## config.mk

```make
export PLATFORM = sky130hd
export DESIGN_NAME = cphm_ctrl
export DESIGN_NICKNAME = d
export VERILOG_FILES = /design/src/rtl/cphm_pkg.sv /design/src/rtl/cphm_ctrl.sv
export SDC_FILE = /design/constraint.sdc
export NUM_CORES = 1
export LEC_CHECK = 0
export BUFFER_PORTS_ARGS = -buffer_cell sky130_fd_sc_hd__buf_2
export CAP_MARGIN = 20
export CORE_AREA = 2 2 39 41
export DETAILED_ROUTE_END_ITERATION = 10
export DIE_AREA = 0 0 41 43
export HOLD_SLACK_MARGIN = 0.12
export PLACE_DENSITY = 0.63
export SLEW_MARGIN = 40
export SYNTH_ARGS = -nofsm -noshare
export SYNTH_HDL_FRONTEND = slang
export SYNTH_SLANG_ARGS = --single-unit
```

## constraint.sdc

```tcl
create_clock -name clk -period 1.8 [get_ports clk]
set_clock_uncertainty 0.05 [all_clocks]
set_input_delay 0.09 -clock clk [delete_from_list [all_inputs] [get_ports clk]]
set_output_delay 0.09 -clock clk [all_outputs]
set_load 0.02 [all_outputs]
```

## src/rtl/cphm_pkg.sv

```systemverilog
// Shared sizes, codes and controller/datapath interface types for the codepoint hash map.
package cphm_pkg;

    localparam int MAX_ENTRIES  = 512;
    localparam int TABLE_SLOTS  = 1024;
    localparam int DIRECT_RANGE = 256;

    localparam int ENTRY_W     = $clog2(MAX_ENTRIES);
    localparam int COUNT_W     = ENTRY_W + 1;
    localparam int SLOT_W      = $clog2(TABLE_SLOTS);
    localparam int SLOT_DATA_W = ENTRY_W + 1;
    localparam int DIRECT_W    = (DIRECT_RANGE > 1) ? $clog2(DIRECT_RANGE) : 1;

    localparam int CP_W      = 21;
    localparam int WORD_W    = 64;
    localparam int STATUS_W  = 2;
    localparam int IDX_OUT_W = 9;
    localparam int HASH_W    = 32;

    localparam int S_TDATA_W = 88;
    localparam int M_TDATA_W = 80;

    localparam logic [HASH_W-1:0] MIX_MUL_A = 32'h7feb352d;
    localparam logic [HASH_W-1:0] MIX_MUL_B = 32'h846ca68b;

    localparam logic REQ_INSERT = 1'b0;
    localparam logic REQ_LOOKUP = 1'b1;

    localparam logic [STATUS_W-1:0] ST_OK   = 2'd0;
    localparam logic [STATUS_W-1:0] ST_NEW  = 2'd1;
    localparam logic [STATUS_W-1:0] ST_MISS = 2'd2;
    localparam logic [STATUS_W-1:0] ST_FULL = 2'd3;

    typedef struct packed {
        logic clear_wr;
        logic accept;
        logic probe_init;
        logic slot_rd;
        logic entry_rd;
        logic probe_step;
        logic set_match;
        logic set_empty;
        logic finish;
    } cphm_cmd_t;

    typedef struct packed {
        logic clear_last;
        logic slot_valid;
        logic slot_live;
        logic key_eq;
        logic probe_last;
        logic direct_skip;
        logic out_free;
    } cphm_stat_t;

endpackage

```

## src/rtl/cphm_ctrl.sv

```systemverilog
// Controller state machine: slot table clearing, hashing, probe walk and result hand-off.
module cphm_ctrl
    import cphm_pkg::*;
(
    input  logic       clk,
    input  logic       rst_n,
    input  logic       in_valid,
    output logic       in_ready,
    input  cphm_stat_t stat,
    output cphm_cmd_t  cmd
);

    localparam logic [3:0] S_CLEAR = 4'd0;
    localparam logic [3:0] S_IDLE  = 4'd1;
    localparam logic [3:0] S_HASH1 = 4'd2;
    localparam logic [3:0] S_HASH2 = 4'd3;
    localparam logic [3:0] S_HOME  = 4'd4;
    localparam logic [3:0] S_SRD   = 4'd5;
    localparam logic [3:0] S_ERD   = 4'd6;
    localparam logic [3:0] S_CMP   = 4'd7;
    localparam logic [3:0] S_FIN   = 4'd8;

    logic [3:0] state_reg;
    logic [3:0] state_next;

    always_comb
    begin
        cmd        = '0;
        in_ready   = 1'b0;
        state_next = state_reg;
        case (state_reg)
            S_CLEAR:
            begin
                cmd.clear_wr = 1'b1;
                if (stat.clear_last)
                begin
                    state_next = S_IDLE;
                end
            end
            S_IDLE:
            begin
                in_ready   = 1'b1;
                cmd.accept = in_valid;
                if (in_valid)
                begin
                    state_next = S_HASH1;
                end
            end
            S_HASH1:
            begin
                state_next = S_HASH2;
            end
            S_HASH2:
            begin
                state_next = S_HOME;
            end
            S_HOME:
            begin
                cmd.probe_init = 1'b1;
                state_next     = stat.direct_skip ? S_FIN : S_SRD;
            end
            S_SRD:
            begin
                cmd.slot_rd = 1'b1;
                state_next  = S_ERD;
            end
            S_ERD:
            begin
                if (!stat.slot_valid)
                begin
                    cmd.set_empty = 1'b1;
                    state_next    = S_FIN;
                end
                else if (stat.slot_live)
                begin
                    cmd.entry_rd = 1'b1;
                    state_next   = S_CMP;
                end
                else
                begin
                    cmd.probe_step = 1'b1;
                    state_next     = stat.probe_last ? S_FIN : S_SRD;
                end
            end
            S_CMP:
            begin
                if (stat.key_eq)
                begin
                    cmd.set_match = 1'b1;
                    state_next    = S_FIN;
                end
                else
                begin
                    cmd.probe_step = 1'b1;
                    state_next     = stat.probe_last ? S_FIN : S_SRD;
                end
            end
            S_FIN:
            begin
                if (stat.out_free)
                begin
                    cmd.finish = 1'b1;
                    state_next = S_IDLE;
                end
            end
            default:
            begin
                state_next = S_CLEAR;
            end
        endcase
    end

    always_ff @(posedge clk or negedge rst_n)
    begin
        if (!rst_n)
        begin
            state_reg <= S_CLEAR;
        end
        else
        begin
            state_reg <= state_next;
        end
    end

endmodule

```

=== Word-level counts from Yosys, hierarchy flattened ===
Index checks and enable logic that the tools add are counted.

* Input bits: 10
* Bits in registers: 4
* Output and inout bits: 10
* Word-level logic and storage cells: 40

* Eq/ne operators: 11
* Reductions and logical operators: 2
* Mux-type cells: 26

{| class="wikitable"
|+ Operators with widths
! cell !! count
|-
| 4-bit case mux with 9 select lines || 1
|-
| 4-bit 2-to-1 mux || 8
|-
| 4-bit by 3-bit == test with 1-bit output (second input constant) || 4
|-
| 1-bit 2-to-1 mux || 15
|-
| 4-bit by 2-bit == test with 1-bit output (second input constant) || 2
|-
| 2-bit inequality test (second input constant) || 3
|-
| 4-bit by 1-bit == test with 1-bit output (second input constant) || 1
|-
| 4-bit == test (second input constant) || 1
|-
| 4-bit zero test || 1
|-
| 3-bit AND reduction || 1
|-
| 2-bit 2-to-1 mux || 1
|-
| 1-bit case mux with 2 select lines || 1
|}

=== Logic depth before layout (Yosys ltp) ===
Gate-level depths: netlist (run 1).

* Depth after elaboration: 4
* Depth in mapped cells: 5
* Depth with buffers taken out: 4

=== Worst setup path before layout (run 1) ===
Ideal clock, no wire load.

* Path kind: reg2out
* Start point: register state_reg[1]
* End point: output port cmd[7] (netlist name)
* Required time: 1.660 ns
* Buffers on the path: 1
* Slack: 0.076 ns
* Stages on the path, launching flop included: 5
* Data arrival time: 1.584 ns
* Path through: dfrtp_1 -> buf_2 -> nand2b_1 -> nor3_1 -> and2_1

{| class="wikitable"
|+ RTL lines
! what !! RTL line !! RTL
|-
| start: declaration || cphm_ctrl.sv:23 || <nowiki>logic [3:0] state_reg;</nowiki>
|-
| start signal: assignment || cphm_ctrl.sv:121 || <nowiki>state_reg <= state_next;</nowiki>
|-
| end: declaration || cphm_ctrl.sv:10 || <nowiki>output cphm_cmd_t cmd</nowiki>
|}

==> results of run 1 <==
-- metal layers --
metal  share of wire [%]  wire (um)  vias to the layer above  track usage [%]
met1                  48        492                      219             20.1
li1                    -          -                      241                -
met5                   0          0                        -                0
met4                   0          0                        0             7.33
met2                  47        484                       14             18.1
met3                 5.2         54                        0             6.81
-- what timing repair did --
item,4_1_cts,5_1_grt
endpoints found under the hold margin,7,0
setup endpoints to repair,0,3
resized for setup,0,2
hold buffers,4,0
-- power groups by stage --
| stage | sequential (mW) | combinational [mW] | clock, mW |
|---|---|---|---|
| global route | 0.266 | 0.515 | 0.117 |
| global placement | 0.243 | 0.453 | 0 |
| detailed placement | 0.248 | 0.457 | 0 |
| finish | 0.250 | 0.466 | 0.106 |
| CTS | 0.246 | 0.468 | 0.112 |
| floorplan | 0.153 | 0.452 | 0 |
-- critical path: stages (launching register included) --
cell	delay, ns
dfrtp_1	0.50
nand2b_1	0.28
nor4_2	0.30
buf_2	0.22
-- cell type report --
cell class	count	area share, %
well taps	16	3.50
repair buffers	23	23.6
inverters	4	2.63
multi-input cells	42	48.6
clock buffers	3	3.94
flip-flops and latches	4	17.7
-- worst max-delay path by stage --
stage | start | to | slack [ns]
after global routing | state_reg[1] | cmd[7] | 0.002
after detailed placement | state_reg[0] | state_reg[2] | 0.27
after floorplan | state_reg[1] | cmd[7] | 0.08
after CTS | state_reg[3] | cmd[2] | 0.05
after global placement | state_reg[3] | cmd[2] | 0.30
final | state_reg[3] | cmd[4] | 0.13
-- per-stage QoR --
stage | setup WS (ns) | cell area, um2 | power [mW] | std cells
2_1_floorplan | 0.0755 | 415 | 0.605 | 54
3_3_place_gp | 0.302 | 505 | 0.696 | 85
3_5_place_dp | 0.267 | 505 | 0.705 | 85
4_1_cts | 0.0529 | 568 | 0.827 | 92
5_1_grt | 0.00242 | 572 | 0.899 | 92
6_report | 0.129 | 572 | 0.823 | 92
-- cell families after synthesis --
| logic type | Yosys count |
|---|---|
| AOI/OAI and AO/OA | 19 |
| DFF | 4 |
| buffers and inverters | 8 |
| and+or+nand+nor | 23 |
-- placed cells by master (no fill, tap or decap), drive strengths merged --
cell type / n
o21a: 1
a22oi: 1
a21oi: 2
o22ai: 1
o211ai: 2
and2: 2
o32a: 1
a2111oi: 1
nand2b: 4
nor3: 3
buf: 19
and3: 1
inv: 4
nand2: 3
clkbuf: 3
a211o: 1
nor4: 1
o31ai: 1
a21boi: 1
or3: 1
and2b: 1
dfrtp: 4
o22a: 2
a211oi: 3
o21ai: 2
dlygate4sd3: 4
nor2: 7
==> reports/metrics.cfg, run 1 <==
[status]
run_status = finished, final reports clean

[clock_tree]
ctsRootBufferMaster = clkbuf_4
worstSkewPairLatency_ns = 0.23
path_clk_slew_ns = 0.03
cts_buffers = 3
clockBufferDepth = 2
htreeDepth = 1
post_cts_buffers = 0
cts_tree = done
cts.sinks = 4

[routing]
vias = 474
routed_wl_mm = 1.03
first_iter_violations = 4
first_pass_iters = 4
wire_per_inst_um = 11.2
vias_per_cell = 5.15
antenna_left = 0
drc = 0

[sta]
slew_headroom_pct = 75.1
timing.hold.ws_ns = 0.125
setup_viol = 0
fmax_ghz = 0.599
fin_crit_sh_pct = 92.8
setup-tns-final_ns = 0
maxSlewViolCount = 0
rsz0062_at_grt = no
hold_violations = 0
worst-slew-pin-transition_ns = 0.374
period_needed_ns = 1.67

[final_layout]
utilization_pct = 41.3
seqCellArea_um2 = 101
largest_reg_flops = 4
multi_input_area_um2 = 278
drive_gt1_share_pct = 36.8
nFillCells = 140
fin_nets = 88
syn_to_final_growth_pct = 37.7
antenna_cells = 0

[synth]
yosys.area_share.simple_pct = 30.1
yosys.area.top_type = dfrtp_1
ys_seq_area_share_pct = 24.1
synth_xor_area_share_pct = 0
synth_nets = 64
ys_top_cells_by_count = nor2_1, dfrtp_1, inv_1, nand2b_1, nor3_1
yosys-top-cells-area = dfrtp_1, nor2_1, nand2b_1, o22a_1, nor3_1
muxShareOfSynthArea_pct = 0
synth_cells = 54
synth_edf_count = 0
yosysTopAreaCellShare_pct = 24.1
synth_compound_area_share_pct = 36.1
async_reset_ff_share_pct = 100
ys_ff_latch = 4
synthFlopType = dfrtp_1
synth.distinct_cells = 29
synthAdderAreaFrac_pct = 0
synth_top_family_by_area = compound AO/OA/AOI/OAI gates
avgSynthCellArea_um2 = 7.69
synth_warnings = 0
synth_area_um2 = 415
yosysMostFrequentCell = nor2_1

[worst_setup_path]
r2r-start = state_reg[3]
required_ns = 1.66
r2r-end = state_reg[1]
endpoint_kind = primary output
critPathKind = flip-flop to primary output
cp-start-kind = flip-flop
r2r_cells = 4
r2r_setup_slack_ns = 0.30
critPathArrivalTime_ns = 1.53
cp_max_fo = 11

[die]
core_um2 = 1380
io_pins = 20
fp-row-count = 14
die_area_um2 = 1760
die_y_um = 43
start_util_pct = 30.0
die_w_um = 41

[run]
cap_violations = 0

[placed_design]
place_hpwl_um = 776
gp_congestion = 0.870
port_buffers = 19

[min_path]
hold_depth = 3
min_from = stat[2]
min_to = state_reg[3]
hp-class = primary input to flip-flop

[pwr]
seq_power_share_pct = 30.4
leakage_nw = 0.270
net-switching-power_uw = 411
switching_share_pct = 49.9
internal_power_uw = 412
p_clk_share_pct = 12.9
vdd_ir_drop_max_mv = 0.852
comb_power_share_pct = 56.7
p_per_area_nw_per_um2 = 1440

[grt]
grt-ovfl-total = 0
grt_pass1_wl_mm = 1.73
grt_max_degree = 16
first_global_vias = 415
track_usage_pct = 14.5
antenna_found_initial = 0

Power figures use the tool's default switching activity.
==> inputs of run 2 (changes only) <==
- BUFFER_PORTS_ARGS: -buffer_cell sky130_fd_sc_hd__buf_2 -> default
- CELL_PAD_IN_SITES_DETAIL_PLACEMENT: default -> 0
- CELL_PAD_IN_SITES_GLOBAL_PLACEMENT: default -> 1
- DONT_BUFFER_PORTS: default -> 1
- PLACE_DENSITY: 0.63 -> 0.65
==> reports/metrics.cfg, run 2 (synthesized netlist as in run 1, its figures left out) <==
[final_layout]
layout_commonest_cell = dlygate4sd3_1
layout_common_cells = dlygate4sd3_1, nor2_1, buf_4
final_cells = 83
nFillCells = 156
fin_nets = 79
drive_gt1_share_pct = 19.4
largest_reg_flops = 4
stdcell_area_um2 = 558
antenna_cells = 0
utilization_pct = 40.3
syn_to_final_growth_pct = 34.3

[die]
die_w_um = 41
core_um2 = 1380
start_util_pct = 30.0
io_pins = 20
die_area_um2 = 1760
die_y_um = 43
fp-row-count = 14

[status]
run_status = finished, final reports clean

[grt]
first_global_vias = 450
grt_max_degree = 13
grt-ovfl-total = 0
track_usage_pct = 16.2
grt_pass1_wl_mm = 1.95
antenna_found_initial = 0

[clock_tree]
path_clk_slew_ns = 0.04
worstSkewPairLatency_ns = 0.24
cts_buffers = 3
post_cts_buffers = 0
clockBufferDepth = 2
ctsRootBufferMaster = clkbuf_4
cts_resized = 0
cts.sinks = 4
hold_buffers = 8
htreeDepth = 1
cts_tree = done

[sta]
hold_violations = 0
setup_viol = 0
fmax_ghz = 0.593
worst-slew-pin-transition_ns = 0.416
fin_crit_sh_pct = 93.6
fin_ws_ns = 0.115
setup-tns-final_ns = 0
maxSlewViolCount = 0
rsz0062_at_grt = no
period_needed_ns = 1.69
slew_headroom_pct = 72.2

[placed_design]
place_hpwl_um = 849
pre_cts_ws_ns = 0.252
port_buffers = 0
dp.cells = 72
gp_congestion = 0.739
placed_area_um2 = 455

[run]
cap_violations = 0

[pwr]
comb_power_share_pct = 59.5
switching_share_pct = 49.9
leakage_nw = 0.229
vdd_ir_drop_max_mv = 0.390
internal_power_uw = 422
p_clk_share_pct = 13.2
p_per_area_nw_per_um2 = 1510
seq_power_share_pct = 27.3
net-switching-power_uw = 421

[routing]
routed_wl_mm = 1.20
drc = 0
first_iter_violations = 14
antenna_left = 0
vias_per_cell = 5.46
first_pass_iters = 4
vias = 453
wire_per_inst_um = 14.4

[worst_setup_path]
endpoint_kind = primary output
critPathArrivalTime_ns = 1.55
required_ns = 1.66
critPathKind = flip-flop to primary output
cp_max_fo = 12
cp-start-kind = flip-flop

[min_path]
hp-class = primary input to flip-flop

[run 2: layout make-up]
| cell class | instances | area [um2] | area share, % |
|---|---|---|---|
| timing repair buffer | 14 | 125 | 22.4 |
| multi-input combinational | 42 | 275 | 49.3 |
| sequential | 4 | 100 | 17.9 |
| tap | 16 | 20.0 | 3.59 |
| clock buffer | 3 | 22.5 | 4.04 |
| inverter | 4 | 15.0 | 2.69 |
[run 2: stage by stage]
step | hold WS (ns) | power (mW)
finish | 0.223 | 0.844
global route | 0.255 | 0.918
CTS | 0.216 | 0.840
detailed placement | -0.256 | 0.713
global placement | -0.256 | 0.714
floorplan | -0.256 | 0.605
[run 2: power by group through the flow]
stage / Clock [mW] / Sequential (mW) / Combinational (mW)
3_3_place_gp: 0 / 0.228 / 0.486
2_1_floorplan: 0 / 0.153 / 0.452
3_5_place_dp: 0 / 0.227 / 0.486
4_1_cts: 0.110 / 0.227 / 0.503
5_1_grt: 0.124 / 0.237 / 0.557
6_report: 0.112 / 0.230 / 0.502
[run 2: worst paths after layout]
path / startpoint / endpoint / slack (ns) / depth (start not counted)
max in group asynchronous: rst_n / state_reg[3] / 0.90 / 2
hold / removal: stat[6] / state_reg[1] / 0.22 / 4
setup reg to reg: state_reg[0] / state_reg[2] / 0.22 / 4
min in group asynchronous: rst_n / state_reg[0] / 0.62 / 2
setup / recovery: state_reg[1] / cmd[7] / 0.11 / 3
hold reg to reg: state_reg[3] / state_reg[1] / 0.54 / 1
[run 2: metal layers]
| layer | up-vias | GRT usage, % | share of wire (%) |
|---|---|---|---|
| met5 | - | 0 | 0 |
| met4 | 0 | 4.00 | 0 |
| met3 | 0 | 5.24 | 6.9 |
| met2 | 25 | 24.4 | 52 |
| met1 | 204 | 21.8 | 41 |
| li1 | 224 | - | - |
[run 2: worst max-delay path, stage by stage (launching register included)]
cell and delay, ns:
dfrtp_1 0.49, nand2b_1 0.24, nor3_1 0.27, and2_1 0.29
